## config.mk

```make
export PLATFORM = sky130hd
export DESIGN_NAME = keta_ram
export DESIGN_NICKNAME = d
export VERILOG_FILES = /design/src/keta_ram.sv
export SDC_FILE = /design/constraint.sdc
export NUM_CORES = 1
export LEC_CHECK = 0
export BUFFER_PORTS_ARGS = -buffer_cell sky130_fd_sc_hd__buf_2
export CAP_MARGIN = 10
export CORE_AREA = 2 2 244 246
export CTS_BUF_LIST = sky130_fd_sc_hd__clkbuf_4 sky130_fd_sc_hd__clkbuf_8
export CTS_CLUSTER_SIZE = 16
export DETAILED_ROUTE_END_ITERATION = 16
export DIE_AREA = 0 0 246 248
export MAX_ROUTING_LAYER = met4
export PLACE_DENSITY = 0.6
export SETUP_SLACK_MARGIN = 0.15
export SLEW_MARGIN = 20
export SYNTH_ARGS = -nofsm -noshare
export SYNTH_HDL_FRONTEND = slang
export SYNTH_SLANG_ARGS = --single-unit
```

## constraint.sdc

```tcl
create_clock -name clk -period 1.8 [get_ports clk]
set_clock_uncertainty 0.05 [all_clocks]
set_input_delay 0.18 -clock clk [delete_from_list [all_inputs] [get_ports clk]]
set_output_delay 0.18 -clock clk [all_outputs]
set_load 0.02 [all_outputs]
```

## src/keta_ram.sv

```systemverilog
`default_nettype none

module keta_ram #(
  parameter int WIDTH = 8,
  parameter int DEPTH = 64
) (
  input  wire logic                     clk,
  input  wire logic                     we,
  input  wire logic [$clog2(DEPTH)-1:0] waddr,
  input  wire logic [WIDTH-1:0]         wdata,
  input  wire logic [$clog2(DEPTH)-1:0] raddr,
  output logic      [WIDTH-1:0]         rdata
);

  logic [WIDTH-1:0] mem [DEPTH];

  // One write port, one registered read port
  always_ff @(posedge clk) begin
    if (we) begin
      mem[waddr] <= wdata;
    end
    rdata <= mem[raddr];
  end

endmodule

`default_nettype wire

```

* After elaboration in Yosys (flattened, before gate mapping)
Memories as Yosys holds them, arrays and structs flattened. A register that Yosys moved wholly into a read port is not among the register bits. Index checks and enable logic that the tools add are counted.
Storage, ports and cells: memory bits (writable) 512, logic and storage cells 3, bits in registers 0, output and inout bits 8, memories 1
Cells by class: mux-type cells 2
Memories:
- mem | words 64, width 8, read ports 1, clocked after Yosys merged registers in 1, wr ports 1, RTL line 15 | logic [WIDTH-1:0] mem [DEPTH];
Operators by type and width (number):
- $mux W1 | 2

* Logic depth before layout (Yosys ltp)
word-level depth 2, depth in mapped cells 9, gate-level depth less buffers 5

* Worst setup path before layout
No wires, ideal clock.
kind input -> register, start point input raddr[1], end point register rdata[3], read port of mem, required time 1.622 ns, arrival 1.720 ns, buffers on the path 3, stages 7, path slack -0.098 ns, cells stage by stage buf_4 buf_2 buf_2 mux4_2 mux4_2 o21ai_1 o41ai_1
RTL lines:
- start, declared | RTL line 11 | input wire logic [$clog2(DEPTH)-1:0] raddr,
- end, declared | RTL line 12 | output logic [WIDTH-1:0] rdata

==> flow_summary.json <==
{
  "grt_max_degree": 65,
  "drive_gt1_share_pct": 40.5,
  "grt_pass1_vias": 10627,
  "grt_overflow": 0,
  "gp_congestion": 0.859,
  "regArea_um2": 15500,
  "synth_area_per_cell_um2": 21.5,
  "path_class": "flop to flop",
  "startpoint": "mem[29][1]",
  "hold_path.class": "primary input to flop",
  "syn_to_final_growth_pct": 20.6,
  "slew_headroom_pct": 48.9,
  "antenna_found_initial": 5,
  "cts_max_path_buffers": 3,
  "dieArea_um2": 61000,
  "hold_slack_ps": 3.83,
  "grtUsageTotal_pct": 16.4,
  "hold_violations": 0,
  "place_hpwl_um": 30400,
  "wl_um": 47700,
  "arrival_ps": 2360,
  "vias": 10181,
  "synth_seq_cells": 520,
  "fmax_mhz": 534,
  "cts_max_level": 3,
  "ant_nets": 0,
  "layout_commonest_cell": "edfxtp_1",
  "crit_slowest_cell": "mux4_2",
  "root_buffer": "clkbuf_8",
  "worst_pin_slew_ps": 759,
  "final_nets": 1191,
  "p_per_area_nw_per_um2": 1030,
  "cts_tree": "built",
  "io_pins": 30,
  "num_rows": 89,
  "synth-edff-count": 512,
  "synth-seq-area-share_pct": 77.0,
  "drt-initial-drc-count": 929,
  "finalPower_mw": 25.0,
  "setup_viol": 5,
  "period_needed_ps": 1870,
  "synth_cells": 940,
  "via_per_inst": 5.05,
  "clk_latency_ps": 660,
  "final_cell_mix": "edfxtp_1, buf_4, mux4_2",
  "dr.pass1.iters": 8,
  "min_from": "raddr[5]",
  "slowest_delay_ps": 490,
  "worst_slack_ps": -73.8,
  "initial_utilization_pct": 34.5,
  "status": "complete, but fails checks",
  "cts_made_buffers": 83,
  "violations": "negative setup slack",
  "synth_ff_type": "edfxtp_1",
  "die_w_um": 246,
  "fill_cells": 5116,
  "core_um2": 58500,
  "grt_pass1_wl_um": 69800,
  "cp-end-kind": "flop",
  "die_h_um": 248,
  "drv_cap": 0,
  "clk_pin_slew_ps": 70,
  "slew_viol_final": 0,
  "yosys_warnings": 0,
  "netlist_area_um2": 20200,
  "async_flop_share_pct": 0,
  "cp_cell_sequence": "mux4_2 > mux2_2 > o22ai_1 > nand2_1 > o2bb2ai_1",
  "syn_nets": 962,
  "crit_fanout": 1,
  "multi_input_area_um2": 4480,
  "p_leak_nw": 7.92,
  "r2r_start": "mem[29][1]",
  "port_buffers": 29,
  "cts.sinks": 520,
  "cp.required_ps": 2290,
  "avgRoutedWirePerCell_um": 23.7,
  "finalCritPeriodShare_pct": 104,
  "drcViolationCount": 0,
  "peakVddDrop_mv": 0.498,
  "startpoint_type": "flop",
  "rsz0062_at_grt": "yes",
  "synthDistinctLibCells": 40
}
[state kept, by name, indices dropped and copies added, names as in the netlist]
| register | flops |
|---|---|
| mem | 512 |
| rdata | 8 |
[worst max-delay path, delay by kind of cell (launching register included)]
family	cells	cell delay (ps)
multiplexers	2	790
flip-flops	1	350
AND/OR/NAND/NOR	1	160
AO/OA/AOI/OAI	2	410
[stage by stage]
stage | instances | setup slack, ps | cell area (um^2) | utilization, % | TNS [ps]
3_3_place_gp | 1854 | -631 | 22500 | 38.4 | -4150
3_5_place_dp | 1854 | -578 | 22500 | 38.4 | -4220
4_1_cts | 2007 | -112 | 24200 | 41.4 | -411
2_1_floorplan | 940 | 21.5 | 20300 | - | 0
5_1_grt | 2015 | -124 | 24300 | 41.6 | -561
6_report | 2015 | -73.8 | 24300 | 41.6 | -243
[cell usage after synthesis (all sizes together) (2+ instances only)]
| library cell | n | area [um^2] |
|---|---|---|
| a22oi | 3 | 22.5 |
| o221ai | 8 | 70.1 |
| dfxtp | 8 | 160 |
| buf | 34 | 253 |
| o2111ai | 3 | 26.3 |
| nor2b | 14 | 87.6 |
| a21oi | 3 | 15.0 |
| nand3 | 13 | 65.1 |
| nand3b | 3 | 22.5 |
| nor4 | 2 | 12.5 |
| a211oi | 4 | 30.0 |
| o221a | 2 | 22.5 |
| a2111oi | 2 | 17.5 |
| clkbuf | 17 | 63.8 |
| edfxtp | 512 | 15400 |
| mux2 | 13 | 146 |
| o41ai | 2 | 17.5 |
| o22ai | 8 | 50.1 |
| nand2 | 19 | 71.3 |
| nand2b | 7 | 43.8 |
| o21ai | 4 | 20.0 |
| o2bb2ai | 3 | 26.3 |
| a221oi | 6 | 52.6 |
| o21a | 2 | 15.0 |
| mux4 | 126 | 2840 |
| nor2 | 83 | 312 |
| mux2i | 23 | 230 |
| nand4 | 2 | 12.5 |
| nor3 | 7 | 35.0 |
| o32ai | 2 | 17.5 |
[final timing paths]
kind | to | slack [ps] | cells past startpoint
setup / recovery | rdata[1] | -70 | 5
hold / removal | rdata[0] | 4 | 3
setup reg to reg | rdata[1] | -70 | 5
hold reg to reg | rdata[0] | 800 | 4
[final cells by class]
class                   count  share of cell area (%)
diodes                      5                  0.0514
clock buffers             122                    6.05
clock inverters            31                   0.838
multi-input cells         369                    18.4
flip-flops and latches    520                    63.9
well taps                 773                    3.98
repair buffers            195                    6.78
[logic make-up (layout without fill, tap and decap cells)]
group	after synthesis	after routing	synth area share, %
mux	162	162	15.9
buf+inv	51	348	1.57
simple gates	153	153	3.39
other cells	0	5	0
compound gates	54	54	2.07
flops	520	520	77.0
[layer usage]
metal | part of all wire, % | track usage, % | vias to the layer above
li1 | - | - | 4423
met1 | 42 | 20.6 | 5362
met2 | 49 | 25.9 | 318
met3 | 5.9 | 3.34 | 78
met4 | 3.0 | 6.72 | 0
met5 | 0 | - | -
[power breakdown]
group	total (mW)	internal, mW	switching, mW
logic	1.47	0.619	0.848
registers	13.5	13.4	0.0522
clock network	10.1	5.55	4.51
[what timing repair did]
item / CTS / global route
setup endpoints to repair: 8 / 8
resized for setup: 19 / 8
buffers inserted: 0 / 0
hold endpoints to repair: 7 / 4
pin swaps: 4 / 2
No activity file was read; power rests on OpenSTA's default activity.
