### src/keta_pkg.sv
`default_nettype none

package keta_pkg;

  // Table geometry
  localparam int TABLE_DEPTH = 64;
  localparam int IDX_W       = $clog2(TABLE_DEPTH);
  localparam int CNT_W       = $clog2(TABLE_DEPTH + 1);

  // Field widths
  localparam int KEY_W   = 64;
  localparam int STAMP_W = 32;
  localparam int AGE_W   = 16;
  localparam int OP_W    = 2;
  localparam int SLOT_W  = 6;
  localparam int STAT_W  = 2;
  localparam int RCNT_W  = 7;
  localparam int OCC_W   = 7;

  // Stream payload widths, padded to whole bytes
  localparam int IN_BITS    = 2 * KEY_W + STAMP_W + SLOT_W;
  localparam int S_TDATA_W  = ((IN_BITS + 7) / 8) * 8;
  localparam int OUT_BITS   = 1 + SLOT_W + STAT_W + RCNT_W + OCC_W;
  localparam int M_TDATA_W  = ((OUT_BITS + 7) / 8) * 8;

  localparam logic [AGE_W-1:0] AGE_LIMIT_RST = AGE_W'(60);

  // Request kinds
  typedef enum logic [OP_W-1:0] {
    OP_LOOKUP = 2'd0,
    OP_SWEEP  = 2'd1,
    OP_MARK   = 2'd2,
    OP_NONE   = 2'd3
  } op_t;

  // Result status codes
  localparam logic [STAT_W-1:0] ST_OK    = 2'd0;
  localparam logic [STAT_W-1:0] ST_FULL  = 2'd1;
  localparam logic [STAT_W-1:0] ST_RANGE = 2'd2;

  // One stored table entry
  typedef struct packed {
    logic [KEY_W-1:0]   key_hi;
    logic [KEY_W-1:0]   key_lo;
    logic [STAMP_W-1:0] stamp;
  } entry_t;

  // Request payload, key_upper in the low bits, pad at the top
  typedef struct packed {
    logic [S_TDATA_W-IN_BITS-1:0] pad;
    logic [SLOT_W-1:0]            mark_slot;
    logic [STAMP_W-1:0]           now_seconds;
    logic [KEY_W-1:0]             key_lower;
    logic [KEY_W-1:0]             key_upper;
  } in_t;

  // Result payload, hit in the low bits, pad at the top
  typedef struct packed {
    logic [M_TDATA_W-OUT_BITS-1:0] pad;
    logic [OCC_W-1:0]              occupancy;
    logic [RCNT_W-1:0]             removed_count;
    logic [STAT_W-1:0]             status;
    logic [SLOT_W-1:0]             slot;
    logic                          hit;
  } res_t;

  // Flags from the shared compare unit
  typedef struct packed {
    logic key_eq;
    logic expired;
  } cmp_res_t;

endpackage

`default_nettype wire

### src/keta_cmp.sv
`default_nettype none

module keta_cmp
  import keta_pkg::*;
(
  input  wire entry_t             ent,
  input  wire logic [KEY_W-1:0]   key_hi,
  input  wire logic [KEY_W-1:0]   key_lo,
  input  wire logic [STAMP_W-1:0] now_seconds,
  input  wire logic [AGE_W-1:0]   age_limit,
  output cmp_res_t                res
);

  logic [STAMP_W-1:0] age;

  // Absolute age, larger stamp minus smaller
  always_comb begin
    if (now_seconds >= ent.stamp) begin
      age = now_seconds - ent.stamp;
    end else begin
      age = ent.stamp - now_seconds;
    end
  end

  assign res.key_eq  = (ent.key_hi == key_hi) && (ent.key_lo == key_lo);
  assign res.expired = (age >= STAMP_W'(age_limit));

endmodule

`default_nettype wire

### config.mk
export PLATFORM = sky130hd
export DESIGN_NAME = keta_cmp
export DESIGN_NICKNAME = d
export VERILOG_FILES = /design/src/keta_pkg.sv /design/src/keta_cmp.sv
export SDC_FILE = /design/constraint.sdc
export NUM_CORES = 1
export LEC_CHECK = 0
export BUFFER_PORTS_ARGS = -buffer_cell sky130_fd_sc_hd__buf_4
export CAP_MARGIN = 20
export CORE_AREA = 2 2 130 132
export DETAILED_ROUTE_END_ITERATION = 10
export DIE_AREA = 0 0 132 134
export PLACE_DENSITY = 0.71
export SETUP_SLACK_MARGIN = 0.5
export SYNTH_ARGS = -nofsm -noshare
export SYNTH_HDL_FRONTEND = slang
export SYNTH_SLANG_ARGS = --single-unit
### constraint.sdc
create_clock -name vclk -period 4.7
set_input_delay 0.235 -clock vclk [all_inputs]
set_output_delay 0.235 -clock vclk [all_outputs]
set_load 0.1 [all_outputs]
# Word-level counts from Yosys, hierarchy flattened
# Cells that the tools add are included.
classes:
  addsub: 2
  n_mul: 0
  n_div: 0
  n_lt_le_gt_ge: 2
  eq_ne: 2
  n_shift: 0
  muxes: 1
  bitwise: 0
  n_reduce_logical: 1
ops:
  columns: ["cell", "n"]
  rows:
  - ["$eq 64x64->1", 2]
  - ["$sub 32x32->32", 2]
  - ["$ge 32x16->1", 1]
  - ["$ge 32x32->1", 1]
  - ["$mux 32", 1]
  - ["$logic_and 1x1->1", 1]
totals:
  register_bits: 0
  latchBits: 0
  ram_bits: 0
  rom_bits: 0
  inputBits: 336
  word_cells: 8
  memories: 0

# Depth between registers and ports, before layout
logic_depth:
  word_depth: 3
  ltp_mapped: 25
  ltp_nobuf: 24

# Least setup slack after synthesis
# OpenSTA, ideal clock, no wires.
synth_path:
  kind: "input to output"
  start: "input ent[3] (netlist name)"
  end: "output res[0] (netlist name)"
  arrival_ns: 5.274
  required_time_ns: 4.465
  path_slack_ns: -0.809
  stages: 25
  path_buffers: 3
  path_cell_list: "inv_1 > ha_1 > buf_6 > a21o_1 > and2_1 > or4_4 > a221oi_4 > a2111oi_2 > nor2_4 > buf_6 > buf_4 > mux2i_1 > nand2_1 > a21oi_1 > xnor2_1 > ha_1 > a21oi_1 > nor2_1 > a211oi_1 > o31ai_1 > a21oi_1 > o21ai_0 > nor4b_2 > nor4b_2 > nand4_1"
synth_rtl:
  columns: ["element", "line_no", "source"]
  rows:
  - ["from (decl)", "keta_cmp.sv:6", "input wire entry_t ent,"]
  - ["to (decl)", "keta_cmp.sv:11", "output cmp_res_t res"]

==> results.json <==
{
  "outcome": "complete, but fails checks",
  "synth_fp_nets": 1177,
  "dr_total_vias": 7077,
  "firstDrtPassIters": 5,
  "setup_viol": 1,
  "min_period_ps": 4942,
  "core_um2": 16290,
  "nClkBuffers": 0,
  "rsz0062_at_grt": "yes",
  "yosys_warnings": 0,
  "ys_types": 64,
  "die_area_um2": 17690,
  "avgRoutedWirePerCell_um": 18.30,
  "portBuffers": 338,
  "required_ps": 4470,
  "slowest_stage": "o41ai_1",
  "tightest_slew_ps": 606.5,
  "fin_util": 0.5423,
  "overflow": 0,
  "vdd_drop_max_mv": 0.05100,
  "maxCapViolations": 0,
  "final_cell_mix": "buf_4, xnor2_1, inv_1, ha_1, a21oi_1",
  "routabilityCongestion": 0.9250,
  "stdcell_count": 1388,
  "whs_path_depth": 7,
  "initialDrtViolationCount": 586,
  "ios": 338,
  "p_leak_nw": 4.516,
  "violations": "setup timing",
  "synth_area_um2": 5338,
  "cp.arrival_ps": 4710,
  "worst_path_most_repeated_cell": "buf_4",
  "final_hold_viol_count": 0,
  "p_per_area_nw_per_um2": 122.8,
  "syn_avg_cell_area_um2": 7.023,
  "placedCellCount": 1384,
  "hpwl_um": 23250,
  "ys_seq_area_frac": 0,
  "seq_area_um2": 0,
  "cp_slowest_stage_delay_ps": 470,
  "num_rows": 47,
  "insertedDiodeCount": 0,
  "grt_pass1_wl_um": 37180,
  "antenna_found_initial": 3,
  "crit_type": "in2out",
  "drive_above_1_share": 0.3964,
  "crit_path_end_kind": "output port",
  "fmax_mhz": 202.3,
  "nets": 1587,
  "die_h_um": 134,
  "maxSlewHeadroom": 0.5914,
  "drt-vias-per-instance": 5.099,
  "sequential_cell_total": 0,
  "layout_setup_ws_ps": -242.4,
  "worstHoldPathType": "in2out",
  "hold_slack_ps": 1055,
  "worstSetupStartpointType": "input pin",
  "cp-startpoint": "ent[21]",
  "setup_tns_ps": -242.4,
  "finalCritPeriodShare": 1.052,
  "fp.dieW_um": 132,
  "antenna_left": 0,
  "finalWirelength_um": 25400,
  "drc_errors": 0,
  "hp-start": "ent[87]",
  "worstPathMaxFanout": 5,
  "grt_usage": 0.2678,
  "slew_violations": 0,
  "grt_max_degree": 18,
  "layout_commonest_cell": "buf_4",
  "postSynthCellCount": 760,
  "grt_pass1_vias": 6993,
  "start_util": 0.3277,
  "syn_to_final_growth_pct": 65.49
}
layer usage:
| layer | track usage | wire (um) |
|---|---|---|
| met5 | 0 | 36 |
| met4 | 0.04710 | 545 |
| met3 | 0.05064 | 2350 |
| met2 | 0.4297 | 10930 |
| met1 | 0.3765 | 11550 |
worst max-delay path: cells and delay by family:
kind	cells	cell delay, ps
simple gates	7	1400
buf+inv	5	690
compound gates	10	1620
xor+xnor	1	150
fa+ha+maj	2	610
repair_timing:
item | 4_1_cts | 5_1_grt
pin swaps | 8 | 5
endpoints found under the setup margin | 1 | 1
hold buffers | 0 | 0
resized for setup | 4 | 3
setup buffers | 3 | 1
logic make-up (layout without fill, tap and decap cells):
kind of cell             after synthesis  after routing  share of synthesized area
AND/OR/NAND/NOR                      177            177                     0.1840
buffers and inverters                127            535                    0.09611
adder cells (fa/ha/maj)               81             81                     0.1927
multiplexers                           9              9                    0.01688
XOR/XNOR                             146            146                     0.2396
AO/OA/AOI/OAI                        220            220                     0.2707
where the power goes:
| part | internal [mW] | switching [mW] | leakage (nW) |
|---|---|---|---|
| Sequential | 0 | 0 | 0 |
| Combinational | 0.573 | 0.511 | 4.52 |
| Clock | 0 | 0 | 0 |
| Total | 0.573 | 0.511 | 4.52 |
stage by stage:
step / power, mW / setup slack (ps) / instance area [um2]
final: 1.085 / -242.4 / 8833
after floorplan: 0.5842 / -659.5 / 5416
after CTS: 1.073 / -284.7 / 8796
after detailed placement: 1.059 / -353.8 / 8762
after global placement: 1.044 / -276.2 / 8762
after global routing: 1.183 / -505.4 / 8833
path summary, 6_finish.rpt:
check             endpoint
setup / recovery    res[0]
hold / removal      res[1]
layout make-up:
cell class,count,area [um2]
fill,1570,7456
inverter,102,382.9
multi-input combinational,633,4917
tap,220,275.3
timing repair buffer,433,3258
Yosys cell counts, types with 3 or more instances:
library cell	n	area, um2
xnor2_1	104	910.9
inv_1	102	382.9
ha_1	79	988.5
a21oi_1	76	380.4
nand4_1	43	269.0
xor2_1	42	367.9
nand2_1	41	153.9
o21ai_0	37	185.2
a21o_1	28	210.2
nor2_1	25	93.84
nor4_1	17	106.4
clkbuf_1	12	45.04
and3_1	10	62.56
a211oi_1	9	67.56
mux2i_1	9	90.09
nand3_1	9	45.04
buf_2	8	40.04
o22ai_1	8	50.05
a221oi_1	7	61.31
o21bai_1	7	52.55
nor3_1	6	30.03
o2bb2ai_1	5	43.79
nor2b_1	4	25.02
o211ai_1	4	30.03
o21a_1	4	30.03
o31ai_1	4	30.03
and2_1	3	18.77
buf_6	3	33.78
nor3b_1	3	22.52
o32a_1	3	30.03
o41ai_1	3	26.28
(Power assumes the default switching activity.)
